===== src/rtl/spk_pkg.sv =====
// Package for the Speck-64 cipher block: payload structs, register codes,
// state type and rotate helpers. No dependencies.
package spk_pkg;

  localparam int WORD_W      = 32;
  localparam int MAX_ROUNDS  = 27;
  localparam int KEY_AW      = $clog2(MAX_ROUNDS);
  localparam int SPECK_A     = 8;
  localparam int SPECK_B     = 3;
  localparam int CFG_IDX_W   = 3;
  localparam int QUEUE_DEPTH = 2;
  localparam int QUEUE_AW    = $clog2(QUEUE_DEPTH);
  localparam int QUEUE_CW    = $clog2(QUEUE_DEPTH + 1);

  localparam logic [KEY_AW-1:0] ROUNDS_SHORT = KEY_AW'(26);
  localparam logic [KEY_AW-1:0] ROUNDS_LONG  = KEY_AW'(27);

  localparam logic [CFG_IDX_W-1:0] REG_KEY0     = CFG_IDX_W'(0);
  localparam logic [CFG_IDX_W-1:0] REG_KEY1     = CFG_IDX_W'(1);
  localparam logic [CFG_IDX_W-1:0] REG_KEY2     = CFG_IDX_W'(2);
  localparam logic [CFG_IDX_W-1:0] REG_KEY3     = CFG_IDX_W'(3);
  localparam logic [CFG_IDX_W-1:0] REG_KEY_SIZE = CFG_IDX_W'(4);

  typedef struct packed {
    logic [WORD_W-1:0] low_word;
    logic [WORD_W-1:0] high_word;
    logic              mode;
  } spk_in_t;

  typedef struct packed {
    logic [WORD_W-1:0] result_low;
    logic [WORD_W-1:0] result_high;
  } spk_out_t;

  typedef struct packed {
    logic [WORD_W-1:0] key_word0;
    logic [WORD_W-1:0] key_word1;
    logic [WORD_W-1:0] key_word2;
    logic [WORD_W-1:0] key_word3;
    logic              key_size;
    logic              rekey;
  } spk_key_cfg_t;

  typedef enum logic [1:0] {
    BK_IDLE,
    BK_EXPAND,
    BK_ROUND,
    BK_DONE
  } spk_back_state_t;

  function automatic logic [WORD_W-1:0] rot_right(input logic [WORD_W-1:0] v, input int amt);
    rot_right = (v >> amt) | (v << (WORD_W - amt));
  endfunction

  function automatic logic [WORD_W-1:0] rot_left(input logic [WORD_W-1:0] v, input int amt);
    rot_left = (v << amt) | (v >> (WORD_W - amt));
  endfunction

endpackage


===== src/rtl/spk_front.sv =====
// Front end of the Speck-64 cipher: key configuration registers and the
// two-entry item queue that feeds the round engine. Depends on spk_pkg.
module spk_front import spk_pkg::*; (
  input  logic                 clk,
  input  logic                 rst_n,
  input  logic                 in_valid,
  output logic                 in_ready,
  input  spk_in_t              in_item,
  input  logic                 cfg_valid,
  output logic                 cfg_ready,
  input  logic [CFG_IDX_W-1:0] cfg_index,
  input  logic [WORD_W-1:0]    cfg_data,
  output spk_key_cfg_t         key_cfg,
  output logic                 q_valid,
  output spk_in_t              q_item,
  input  logic                 q_pop
);

  logic [WORD_W-1:0]   key0_r, key1_r, key2_r, key3_r;
  logic [WORD_W-1:0]   key0_nxt, key1_nxt, key2_nxt, key3_nxt;
  logic                key_size_r, key_size_nxt;
  logic                rekey;
  logic                cfg_wr;
  spk_in_t             q_mem [QUEUE_DEPTH];
  logic [QUEUE_AW-1:0] wr_ptr_r, wr_ptr_nxt, rd_ptr_r, rd_ptr_nxt;
  logic [QUEUE_CW-1:0] count_r, count_nxt;
  logic                push;

  assign cfg_ready = 1'b1;
  assign cfg_wr    = cfg_valid & cfg_ready;

  always_comb begin
    key0_nxt     = key0_r;
    key1_nxt     = key1_r;
    key2_nxt     = key2_r;
    key3_nxt     = key3_r;
    key_size_nxt = key_size_r;
    rekey        = 1'b0;
    if (cfg_wr) begin
      unique case (cfg_index)
        REG_KEY0: begin
          key0_nxt = cfg_data;
          rekey    = 1'b1;
        end
        REG_KEY1: begin
          key1_nxt = cfg_data;
          rekey    = 1'b1;
        end
        REG_KEY2: begin
          key2_nxt = cfg_data;
          rekey    = 1'b1;
        end
        REG_KEY3: begin
          key3_nxt = cfg_data;
          rekey    = 1'b1;
        end
        REG_KEY_SIZE: begin
          key_size_nxt = cfg_data[0];
          rekey        = 1'b1;
        end
        default: ;
      endcase
    end
  end

  always_ff @(posedge clk) begin
    if (!rst_n) begin
      key0_r     <= '0;
      key1_r     <= '0;
      key2_r     <= '0;
      key3_r     <= '0;
      key_size_r <= 1'b0;
    end else begin
      key0_r     <= key0_nxt;
      key1_r     <= key1_nxt;
      key2_r     <= key2_nxt;
      key3_r     <= key3_nxt;
      key_size_r <= key_size_nxt;
    end
  end

  assign key_cfg.key_word0 = key0_r;
  assign key_cfg.key_word1 = key1_r;
  assign key_cfg.key_word2 = key2_r;
  assign key_cfg.key_word3 = key3_r;
  assign key_cfg.key_size  = key_size_r;
  assign key_cfg.rekey     = rekey;

  assign in_ready = (count_r != QUEUE_CW'(QUEUE_DEPTH));
  assign push     = in_valid & in_ready;
  assign q_valid  = (count_r != '0);
  assign q_item   = q_mem[rd_ptr_r];

  always_comb begin
    wr_ptr_nxt = wr_ptr_r;
    rd_ptr_nxt = rd_ptr_r;
    count_nxt  = count_r;
    if (push) begin
      wr_ptr_nxt = (wr_ptr_r == QUEUE_AW'(QUEUE_DEPTH - 1)) ? '0 : wr_ptr_r + 1'b1;
    end
    if (q_pop) begin
      rd_ptr_nxt = (rd_ptr_r == QUEUE_AW'(QUEUE_DEPTH - 1)) ? '0 : rd_ptr_r + 1'b1;
    end
    if (push && !q_pop) begin
      count_nxt = count_r + 1'b1;
    end else if (!push && q_pop) begin
      count_nxt = count_r - 1'b1;
    end
  end

  always_ff @(posedge clk) begin
    if (!rst_n) begin
      wr_ptr_r <= '0;
      rd_ptr_r <= '0;
      count_r  <= '0;
    end else begin
      wr_ptr_r <= wr_ptr_nxt;
      rd_ptr_r <= rd_ptr_nxt;
      count_r  <= count_nxt;
    end
  end

  always_ff @(posedge clk) begin
    if (push) begin
      q_mem[wr_ptr_r] <= in_item;
    end
  end

endmodule


===== src/rtl/spk_back.sv =====
// Back end of the Speck-64 cipher: key schedule, round-key memory, one-round-
// per-cycle round engine and the output register. Depends on spk_pkg.
module spk_back import spk_pkg::*; (
  input  logic         clk,
  input  logic         rst_n,
  input  spk_key_cfg_t key_cfg,
  input  logic         q_valid,
  input  spk_in_t      q_item,
  output logic         q_pop,
  output logic         out_valid,
  input  logic         out_ready,
  output spk_out_t     out_item
);

  spk_back_state_t   state_r, state_nxt;
  logic              keys_valid_r, keys_valid_nxt;
  logic              out_valid_r, out_valid_nxt;
  logic [KEY_AW-1:0] cnt_r, cnt_nxt, idx_r, idx_nxt;
  logic [WORD_W-1:0] x_r, x_nxt, y_r, y_nxt;
  logic              mode_r, mode_nxt;
  logic [WORD_W-1:0] k_r, k_nxt, l0_r, l0_nxt, l1_r, l1_nxt, l2_r, l2_nxt;
  spk_out_t          out_item_r, out_item_nxt;

  logic [WORD_W-1:0] rkey_mem [MAX_ROUNDS];
  logic [WORD_W-1:0] rkey_r;
  logic              mem_we;
  logic [KEY_AW-1:0] mem_waddr, mem_raddr;
  logic [WORD_W-1:0] mem_wdata;

  logic [KEY_AW-1:0] n_rounds;
  logic [WORD_W-1:0] new_l, new_k;
  logic [WORD_W-1:0] x_enc, y_enc, y_dec, x_dec;
  logic              last_round;

  assign n_rounds = key_cfg.key_size ? ROUNDS_LONG : ROUNDS_SHORT;

  assign new_l = (k_r + rot_right(l0_r, SPECK_A)) ^ WORD_W'(cnt_r);
  assign new_k = rot_left(k_r, SPECK_B) ^ new_l;

  assign x_enc = (rot_right(x_r, SPECK_A) + y_r) ^ rkey_r;
  assign y_enc = rot_left(y_r, SPECK_B) ^ x_enc;
  assign y_dec = rot_right(y_r ^ x_r, SPECK_B);
  assign x_dec = rot_left((x_r ^ rkey_r) - y_dec, SPECK_A);

  assign last_round = (cnt_r == n_rounds - 1'b1);

  always_comb begin
    state_nxt      = state_r;
    keys_valid_nxt = keys_valid_r;
    out_valid_nxt  = out_valid_r & ~out_ready;
    out_item_nxt   = out_item_r;
    cnt_nxt        = cnt_r;
    idx_nxt        = idx_r;
    x_nxt          = x_r;
    y_nxt          = y_r;
    mode_nxt       = mode_r;
    k_nxt          = k_r;
    l0_nxt         = l0_r;
    l1_nxt         = l1_r;
    l2_nxt         = l2_r;
    q_pop          = 1'b0;
    mem_we         = 1'b0;
    mem_waddr      = '0;
    mem_wdata      = new_k;
    mem_raddr      = idx_r;

    unique case (state_r)
      BK_IDLE: begin
        if (q_valid) begin
          if (!keys_valid_r) begin
            k_nxt     = key_cfg.key_word0;
            l0_nxt    = key_cfg.key_word1;
            l1_nxt    = key_cfg.key_word2;
            l2_nxt    = key_cfg.key_word3;
            cnt_nxt   = '0;
            mem_we    = 1'b1;
            mem_waddr = '0;
            mem_wdata = key_cfg.key_word0;
            state_nxt = BK_EXPAND;
          end else begin
            q_pop     = 1'b1;
            x_nxt     = q_item.high_word;
            y_nxt     = q_item.low_word;
            mode_nxt  = q_item.mode;
            cnt_nxt   = '0;
            idx_nxt   = q_item.mode ? n_rounds - 1'b1 : '0;
            mem_raddr = idx_nxt;
            state_nxt = BK_ROUND;
          end
        end
      end
      BK_EXPAND: begin
        mem_we    = 1'b1;
        mem_waddr = cnt_r + 1'b1;
        k_nxt     = new_k;
        l0_nxt    = l1_r;
        if (key_cfg.key_size) begin
          l1_nxt = l2_r;
          l2_nxt = new_l;
        end else begin
          l1_nxt = new_l;
        end
        cnt_nxt = cnt_r + 1'b1;
        if (cnt_r == n_rounds - KEY_AW'(2)) begin
          keys_valid_nxt = 1'b1;
          state_nxt      = BK_IDLE;
        end
      end
      BK_ROUND: begin
        x_nxt   = mode_r ? x_dec : x_enc;
        y_nxt   = mode_r ? y_dec : y_enc;
        cnt_nxt = cnt_r + 1'b1;
        if (last_round) begin
          state_nxt = BK_DONE;
        end else begin
          idx_nxt   = mode_r ? idx_r - 1'b1 : idx_r + 1'b1;
          mem_raddr = idx_nxt;
        end
      end
      BK_DONE: begin
        if (!out_valid_r || out_ready) begin
          out_valid_nxt            = 1'b1;
          out_item_nxt.result_low  = y_r;
          out_item_nxt.result_high = x_r;
          state_nxt                = BK_IDLE;
        end
      end
      default: state_nxt = BK_IDLE;
    endcase

    if (key_cfg.rekey) begin
      keys_valid_nxt = 1'b0;
    end
  end

  always_ff @(posedge clk) begin
    if (!rst_n) begin
      state_r      <= BK_IDLE;
      keys_valid_r <= 1'b0;
      out_valid_r  <= 1'b0;
      cnt_r        <= '0;
      idx_r        <= '0;
    end else begin
      state_r      <= state_nxt;
      keys_valid_r <= keys_valid_nxt;
      out_valid_r  <= out_valid_nxt;
      cnt_r        <= cnt_nxt;
      idx_r        <= idx_nxt;
    end
  end

  always_ff @(posedge clk) begin
    x_r        <= x_nxt;
    y_r        <= y_nxt;
    mode_r     <= mode_nxt;
    k_r        <= k_nxt;
    l0_r       <= l0_nxt;
    l1_r       <= l1_nxt;
    l2_r       <= l2_nxt;
    out_item_r <= out_item_nxt;
  end

  always_ff @(posedge clk) begin
    if (mem_we) begin
      rkey_mem[mem_waddr] <= mem_wdata;
    end
    rkey_r <= rkey_mem[mem_raddr];
  end

  assign out_valid = out_valid_r;
  assign out_item  = out_item_r;

endmodule


===== src/rtl/speck64_block_cipher.sv =====
// Top level of the Speck-64 block cipher (96-bit or 128-bit key, ECB).
// Depends on spk_pkg, spk_front and spk_back.
//
// Usage:
//   cfg_*  : write key words (index 0..3) and key size (index 4, bit 0 set
//            selects the 128-bit key with 27 rounds, clear 26 rounds).
//            Always ready. Write only while no item is in flight.
//   in_*   : one item is a 64-bit block plus mode (0 encrypt, 1 decrypt).
//   out_*  : one result item per input item, in order.
// Operation:
//   An item goes through an issue step, then its rounds (n = 26 or 27),
//   one round per cycle on a single round unit fed by the round-key
//   memory, then a step that loads the output register. The engine
//   starts the next item only after it has loaded that register.
//   The first item after reset or a key write first waits for the key
//   schedule: a load step, then the expansion steps.
//   A two-entry queue takes items while the engine works; a stalled
//   receiver holds the result and, once the queue fills, in_ready drops.
//   Reset clears the key registers, the queue and the round-key status.
module speck64_block_cipher import spk_pkg::*; (
  input  logic                 clk,
  input  logic                 rst_n,
  input  logic                 in_valid,
  output logic                 in_ready,
  input  spk_in_t              in_item,
  output logic                 out_valid,
  input  logic                 out_ready,
  output spk_out_t             out_item,
  input  logic                 cfg_valid,
  output logic                 cfg_ready,
  input  logic [CFG_IDX_W-1:0] cfg_index,
  input  logic [WORD_W-1:0]    cfg_data
);

  spk_key_cfg_t key_cfg;
  logic         q_valid;
  spk_in_t      q_item;
  logic         q_pop;

  spk_front u_front (
    .clk       (clk),
    .rst_n     (rst_n),
    .in_valid  (in_valid),
    .in_ready  (in_ready),
    .in_item   (in_item),
    .cfg_valid (cfg_valid),
    .cfg_ready (cfg_ready),
    .cfg_index (cfg_index),
    .cfg_data  (cfg_data),
    .key_cfg   (key_cfg),
    .q_valid   (q_valid),
    .q_item    (q_item),
    .q_pop     (q_pop)
  );

  spk_back u_back (
    .clk       (clk),
    .rst_n     (rst_n),
    .key_cfg   (key_cfg),
    .q_valid   (q_valid),
    .q_item    (q_item),
    .q_pop     (q_pop),
    .out_valid (out_valid),
    .out_ready (out_ready),
    .out_item  (out_item)
  );

endmodule


===== config.mk =====
export PLATFORM = sky130hd
export DESIGN_NAME = speck64_block_cipher
export DESIGN_NICKNAME = d
export VERILOG_FILES = /design/src/rtl/spk_pkg.sv /design/src/rtl/spk_front.sv /design/src/rtl/spk_back.sv /design/src/rtl/speck64_block_cipher.sv
export SDC_FILE = /design/constraint.sdc
export NUM_CORES = 2
export LEC_CHECK = 0
export BUFFER_PORTS_ARGS = -buffer_cell sky130_fd_sc_hd__buf_2
export CORE_MARGIN = 5
export CORE_UTILIZATION = 37
export DETAILED_ROUTE_END_ITERATION = 10
export PLACE_DENSITY_LB_ADDON = 0.08
export SLEW_MARGIN = 30
export SYNTH_ARGS = -nofsm -noshare
export SYNTH_HDL_FRONTEND = slang
export SYNTH_SLANG_ARGS = --single-unit

===== constraint.sdc =====
create_clock -name clk -period 12.6 [get_ports clk]
set_input_delay 0.63 -clock clk [delete_from_list [all_inputs] [get_ports clk]]
set_output_delay 0.63 -clock clk [all_outputs]
set_load 0.1 [all_outputs]

# Word-level counts from Yosys, hierarchy flattened

Memories as Yosys holds them, arrays and structs flattened. A register that Yosys moved wholly into a read port is not among the register bits.
Index checks and enable logic that the tools add are counted.

Logic and storage cells: 159
Memories: 2
Register bits: 404
Output and inout port bits: 67
Bits of input ports: 105
RAM bits: 994

Add/subtract/negate cells: 12
Bitwise gates (word level): 16
Reductions and logical operators: 29
Equal/unequal tests: 17
Muxes and demuxes: 61

Memory list:

| name            | words | width | rd ports | clocked after memory_dff | write ports | RTL line        | RTL |
|---|---|---|---|---|---|---|---|
| u_back.rkey_mem | 27    | 32    | 1        | 1                        | 1           | spk_back.sv:24  | `logic [WORD_W-1:0] rkey_mem [MAX_ROUNDS];` |
| u_front.q_mem   | 2     | 65    | 1        | 1                        | 1           | spk_front.sv:24 | `spk_in_t q_mem [QUEUE_DEPTH];` |

Operators with widths:

| kind                                                   | number |
|---|---|
| 2-to-1 mux 32 bit                                      | 19 |
| one-hot mux 32 bit (2 select lines)                    | 6 |
| XOR 32 bit                                             | 5 |
| adder 32 bit                                           | 2 |
| OR 24 x 32 -> 32 bit                                   | 2 |
| OR 32 x 3 -> 32 bit                                    | 2 |
| 2-to-1 mux 5 bit                                       | 7 |
| OR 29 x 32 -> 32 bit                                   | 1 |
| OR 32 x 8 -> 32 bit                                    | 1 |
| subtractor 32 bit                                      | 1 |
| XOR 32 x 5 -> 32 bit                                   | 1 |
| one-hot mux 5 bit (2 select lines)                     | 2 |
| 2-to-1 mux 1 bit                                       | 18 |
| AND reduction 2 bit                                    | 8 |
| 2-to-1 mux 2 bit                                       | 7 |
| adder 5 x 1 -> 5 bit (second input constant)           | 2 |
| equality test 5 bit                                    | 2 |
| nonzero test 2 bit                                     | 5 |
| subtractor 5 x 1 -> 5 bit (second input constant)      | 2 |
| AND reduction 3 bit                                    | 3 |
| inequality test 2 x 1 -> 1 bit (second input constant) | 4 |
| inequality test 2 bit (second input constant)          | 4 |
| one-hot mux 2 bit (4 select lines)                     | 1 |
| AND reduction 4 bit                                    | 2 |
| other kinds (19)                                       | 28 |

# Logic depth before layout (Yosys ltp)

Word-level depth: 7
Depth in mapped cells: 18
Gate-level depth less buffers: 14

# Cells and area by module

From an unflattened synthesis, not the netlist that was laid out.

Cell total of the unflattened synthesis: 5041
Area total of the unflattened synthesis: 62343.5 um^2

By module, submodules not included:

| module    | area an instance (um^2) | seq. area each (um^2) | cells an instance | times used |
|---|---|---|---|---|
| spk_back  | 52967.0                 | 34583.2               | 4272              | 1 |
| spk_front | 9376.5                  | 6586.3                | 769               | 1 |

# Worst setup path before layout

OpenSTA, ideal clock, no wires.

Path type: register to register
From: reg u_back.state_r[0]
To: reg u_back.l2_r[0], enable pin
Setup time: 0.470 ns
Path buffers: 1
Required time: 12.130 ns
Stages on the path, launching flop included: 6
Arrival time: 10.214 ns
Clock period less this slack: 10.684 ns
Setup slack: 1.916 ns
Cell sequence: dfxtp_1 inv_1 ha_1 buf_2 o21ai_0 a21boi_0

Word-level cells in the longest chain between the ends: 3
Elaborated cells between the ends (all ways): 7
Those cells by class: eq/ne (4); reduce/logical (3)

RTL lines:

| what                                                                  | RTL line        | RTL |
|---|---|---|
| from (decl)                                                           | spk_back.sv:15  | `spk_back_state_t state_r, state_nxt;` |
| from (signal assigned)                                                | spk_back.sv:144 | `state_r <= state_nxt;` |
| equality test 2 x 1 -> 1 bit or logical NOT 2 bit (tied branches)     | spk_back.sv:67  | `unique case (state_r)` |
| inequality test 2 bit (no line) or nonzero test 2 bit (tied branches) | --              |  |
| AND reduction 4 bit (no line) *                                       | --              |  |
| to (signal assigned)                                                  | spk_back.sv:159 | `l2_r <= l2_nxt;` |
| to (decl)                                                             | spk_back.sv:21  | `logic [WORD_W-1:0] k_r, k_nxt, l0_r, l0_nxt, l1_r, l1_nxt, l2_r, l2_nxt;` |

Mark *: on every way between the ends. The rest lies on a longest branch, timed or not.
A chain may end at the register's enable or synchronous reset.

# Worst setup path in the final report

From: reg u_back.mode_r
To: reg u_back.rkey_r[4], read port of u_back.rkey_mem

Word-level cells in the longest chain between the ends: 3

RTL lines:

| what                               | RTL line        | RTL |
|---|---|---|
| from (decl)                        | spk_back.sv:20  | `logic mode_r, mode_nxt;` |
| from (signal assigned)             | spk_back.sv:155 | `mode_r <= mode_nxt;` |
| 2-to-1 mux 5 bit                   | spk_back.sv:116 | `idx_nxt = mode_r ? idx_r - 1'b1 : idx_r + 1'b1;` |
| 2-to-1 mux 5 bit                   | spk_back.sv:113 | `if (last_round) begin` |
| one-hot mux 5 bit (2 select lines) | spk_back.sv:67  |  |
| to (decl)                          | spk_back.sv:25  | `logic [WORD_W-1:0] rkey_r;` |

No other way between the ends.

==> results by group <==
Global route
  • Total Routing Usage GR: 21.01%
  • Via count of the first global-routing pass: 39225
  • Pin count of the biggest net entering global routing: 160
  • Most utilized layer in the global route result: met2
  • Met2 Resource Use GR: 35.12%
  • Congestion Overflow GR: 0
  • Wire length of the first global-routing pass: 276600 microns
  • Antenna violations before repair: 0
  • Global-route met3 utilization: 3.161%
  • Met1 global-route usage: 28.32%

Critical path
  • Worst path top cell family by delay: buffers and inverters
  • CP Launch Type: register
  • Standard cell with the maximum stage delay on the critical path: sky130_fd_sc_hd__buf_4
  • Worst Path Required: 13.25 ns
  • Cells traversed along the worst timing path: buf_4 > buf_4 > ha_1 > a21o_1 > a21oi_1 > xnor2_1 > nor3_1 > o21ai_1 > nand3_4 > buf_4 > buf_4 > buf_4 > a311oi_1 > a311oi_1 > o31ai_1
  • Slowest cell delay on critical path: 0.59 ns
  • Worst setup path class: register to register
  • Total buffers and inverters traversed by the critical path: 5
  • Data arrival time of the critical path: 5.61 ns
  • CP max FO: 59
  • Critical Path Most Common Cell: sky130_fd_sc_hd__buf_4
  • Nature of the critical path endpoint: register

Logic synthesis
  • Ys flop type: sky130_fd_sc_hd__edfxtp_1
  • Synthesized area: 0.06310 sq mm
  • Portion of the post-synthesis area used by sequential elements: 65.24%
  • Syn_area_per_cell: 12.68 sq um
  • Synth warn: 0
  • Fraction of registers with async set or reset after synthesis: 0%
  • Net count after synthesis: 5188
  • Dominant cells by area after synthesis: sky130_fd_sc_hd__edfxtp_1 60%, sky130_fd_sc_hd__nand2_1 6.0%, sky130_fd_sc_hd__dfxtp_1 5.7%
  • Area fraction of the dominant cell type after synthesis: 59.53%
  • Number of enable flip-flop cells after synthesis: 1251
  • Number of distinct standard cells referenced by the synthesized netlist: 81
  • Number of flip-flops and latches in the synthesized netlist: 1431
  • Area leader, netlist: sky130_fd_sc_hd__edfxtp_1
  • Synth Instances: 4977

Floorplan
  • IO Pins: 172
  • Die area: 0.1789 sq mm
  • Number of placement rows: 151
  • Placeable Area: 0.1695 sq mm
  • Initial cell density of the core: 37.24%
  • Horiz. Die Dim: 423.0 microns
  • Chip height: 423.0 microns

Layout
  • Sequential cell area: 0.04117 sq mm
  • Post-Layout Inst Area: 0.07254 sq mm
  • Count of fill cells added during filler insertion: 15716
  • Proportion of layout cells with a drive suffix above 1: 13.20%
  • Number of antenna diodes: 0
  • Count of non-filler cells in the finished layout: 7515
  • Synth-to-Final Area Change: 14.96%
  • Share of the core filled with cells: 42.80%
  • Final #Nets: 5373
  • Highest-count cells in the layout ignoring fill and taps: 1251 x sky130_fd_sc_hd__edfxtp_1, 1002 x sky130_fd_sc_hd__nand2_1, 280 x sky130_fd_sc_hd__mux2i_1
  • Most common cell after layout, fill and taps aside: sky130_fd_sc_hd__edfxtp_1
  • Area used by multi-input combinational logic: 0.02104 sq mm

STA
  • Tightest slew margin relative to the limit: 31.60%
  • Final setup vio count: 0
  • Hold violation total from the final report: 0
  • Period Utilization, post-route: 39.43%
  • Slew @ Worst Pin: 1.020 ns
  • Sum of negative setup slack: 0 ns
  • Final-report max-slew violation count: 0
  • Highest attainable clock frequency: 201.3 MHz
  • Setup repair after global routing missed its margin: false
  • Min Clock Period, post-route: 4.968 ns
  • Clock skew after layout: 0.03516 ns

CTS
  • Count of instances resized after the clock tree is built: 0
  • Cell at the root of the clock tree: sky130_fd_sc_hd__clkbuf_16
  • # hold bufs at CTS: 46
  • CTS clk-pin slew, worst paths: 0.06 ns
  • Sinks on Clock Net: 1431
  • Worst-Skew Late Latency: 0.79 ns
  • CTS Buf Count: 160
  • Level count of the clock H-tree: 4
  • Clock tree from TritonCTS: built
  • Number of buffers added for setup after CTS: 0
  • Maximum buffer depth of the clock tree: 3

Power
  • Power density over the cells: 285.4 mW/mm^2
  • Peak supply drop: 0.2874 mV
  • Leakage component of the power: 25.81 nW

Place
  • Count of placed standard cells including taps: 7169
  • Number of port buffers: 170
  • Final estimated routing congestion in global placement: 0.8320
  • DPL Wire Length: 115400 microns
  • Placed Area: 0.06675 sq mm

Run status
  • Result of the run: finished clean

Drt
  • Drt first pass iters: 7
  • Avg WL per Cell: 25.60 microns
  • Detailed router's first-iteration violation count: 2719
  • Overall routed net length: 192400 microns
  • Antenna Nets Post-Route: 0
  • Vias post-DR: 40002
  • Total DRC errors in the routed layout: 0
  • Vias per Instance: 5.323

Flow run
  • Max Cap Violations: 0

Min path
  • Tightest Hold Check Type: input port to register
-- cell families (layout without fill, tap and decap cells) --
logic type / count (synthesis) / count (layout) / share of synthesized area [%]
simple gates: 1599 / 1599 / 10.88
fa+ha+maj: 106 / 106 / 2.149
flops: 1431 / 1431 / 65.24
xor+xnor: 236 / 236 / 3.276
mux: 384 / 384 / 6.297
compound gates: 888 / 888 / 9.845
other cells: 1 / 1 / 0.005943
buf+inv: 332 / 652 / 2.306
-- power breakdown --
part | total [W] | internal [W] | switching (W)
sequential | 0.00774 | 0.00734 | 0.000398
combinational | 0.00832 | 0.00252 | 0.00580
clock | 0.00465 | 0.00271 | 0.00194
total | 0.0207 | 0.0126 | 0.00814
-- registers in the layout, indices dropped and copies added, names as in the netlist, 5 cells and up, named ones only --
| register | flops |
|---|---|
| u_back.rkey_mem | 864 |
| u_front.q_mem | 130 |
| u_back.out_item | 64 |
| u_back.k_r | 32 |
| u_back.l0_r | 32 |
| u_back.l1_r | 32 |
| u_back.l2_r | 32 |
| u_back.rkey_r | 32 |
| u_back.x_r | 32 |
| u_back.y_r | 32 |
| u_front.key0_r | 32 |
| u_front.key1_r | 32 |
| u_front.key2_r | 32 |
| u_front.key3_r | 32 |
| u_back.cnt_r | 5 |
| u_back.idx_r | 5 |
-- final cells by class --
class / instances / area share, %
Sequential cell: 1431 / 56.76
Clock inverter: 63 / 1.014
Inverter: 43 / 0.2225
Timing Repair Buffer: 312 / 2.974
Tap cell: 2218 / 3.826
Clock buffer: 234 / 6.209
Multi-Input combinational cell: 3214 / 29.00
-- path summary, 6_finish.rpt --
kind,from,to,slack [ns],cells after the start
worst min register to register,u_front.key1_r[28],u_front.key1_r[28],0.46,2
worst max register to register,u_back.mode_r,u_back.rkey_r[4],7.63,15
worst max-delay path,u_back.mode_r,u_back.rkey_r[4],7.63,15
worst min-delay path,in_item[29],u_front.q_mem[1][29],0.05,1
-- layer usage --
metal	vias up	part of all wire, %
met2	943	48
met5	-	0
met1	19972	44
met3	249	4.3
li1	18838	-
met4	0	3.0
-- synthesized netlist by cell type, types with 11 or more instances --
cell	count
sky130_fd_sc_hd__inv_1	41
sky130_fd_sc_hd__mux2_2	103
sky130_fd_sc_hd__clkbuf_1	194
sky130_fd_sc_hd__mux2i_1	280
sky130_fd_sc_hd__o21ai_0	99
sky130_fd_sc_hd__o21a_1	14
sky130_fd_sc_hd__o21ai_1	20
sky130_fd_sc_hd__nand3_1	160
sky130_fd_sc_hd__nand2b_1	20
sky130_fd_sc_hd__nand2_1	1002
sky130_fd_sc_hd__a21oi_1	155
sky130_fd_sc_hd__xnor2_1	158
sky130_fd_sc_hd__nor2_1	188
sky130_fd_sc_hd__nand4_1	13
sky130_fd_sc_hd__a211oi_1	35
sky130_fd_sc_hd__nor3_1	31
sky130_fd_sc_hd__buf_4	15
sky130_fd_sc_hd__or3_1	11
sky130_fd_sc_hd__a311oi_1	132
sky130_fd_sc_hd__a21boi_0	135
sky130_fd_sc_hd__xor2_1	78
sky130_fd_sc_hd__o31ai_1	36
sky130_fd_sc_hd__o211ai_1	99
sky130_fd_sc_hd__edfxtp_1	1251
sky130_fd_sc_hd__nor2b_1	29
sky130_fd_sc_hd__buf_6	13
sky130_fd_sc_hd__buf_1	23
sky130_fd_sc_hd__a31oi_1	36
sky130_fd_sc_hd__ha_1	102
sky130_fd_sc_hd__and2_1	23
sky130_fd_sc_hd__buf_2	44
sky130_fd_sc_hd__a21o_1	43
sky130_fd_sc_hd__and3_1	85
sky130_fd_sc_hd__dfxtp_1	180
-- worst register-to-register path, cell delays in order (launching register included) --
cell and delay, ns:
sky130_fd_sc_hd__edfxtp_1 0.32, sky130_fd_sc_hd__buf_4 0.37, sky130_fd_sc_hd__buf_4 0.53, sky130_fd_sc_hd__ha_1 0.36
sky130_fd_sc_hd__a21o_1 0.17, sky130_fd_sc_hd__a21oi_1 0.17, sky130_fd_sc_hd__xnor2_1 0.11, sky130_fd_sc_hd__nor3_1 0.16
sky130_fd_sc_hd__o21ai_1 0.12, sky130_fd_sc_hd__nand3_4 0.13, sky130_fd_sc_hd__buf_4 0.59, sky130_fd_sc_hd__buf_4 0.60
sky130_fd_sc_hd__buf_4 0.58, sky130_fd_sc_hd__a311oi_1 0.12, sky130_fd_sc_hd__a311oi_1 0.39, sky130_fd_sc_hd__o31ai_1 0.12
-- metrics by stage --
step | setup WS, ns | total power, W | hold WS [ns]
6_report | 7.632 | 0.02070 | 0.04984
5_1_grt | 7.291 | 0.02178 | 0.01354
4_1_cts | 7.626 | 0.02089 | 0.0001614
3_5_place_dp | 7.665 | 0.01617 | 0.4575
3_3_place_gp | 7.689 | 0.01614 | 0.4491
2_1_floorplan | 1.916 | 0.01293 | 0.4410
(Power assumes the default switching activity.)
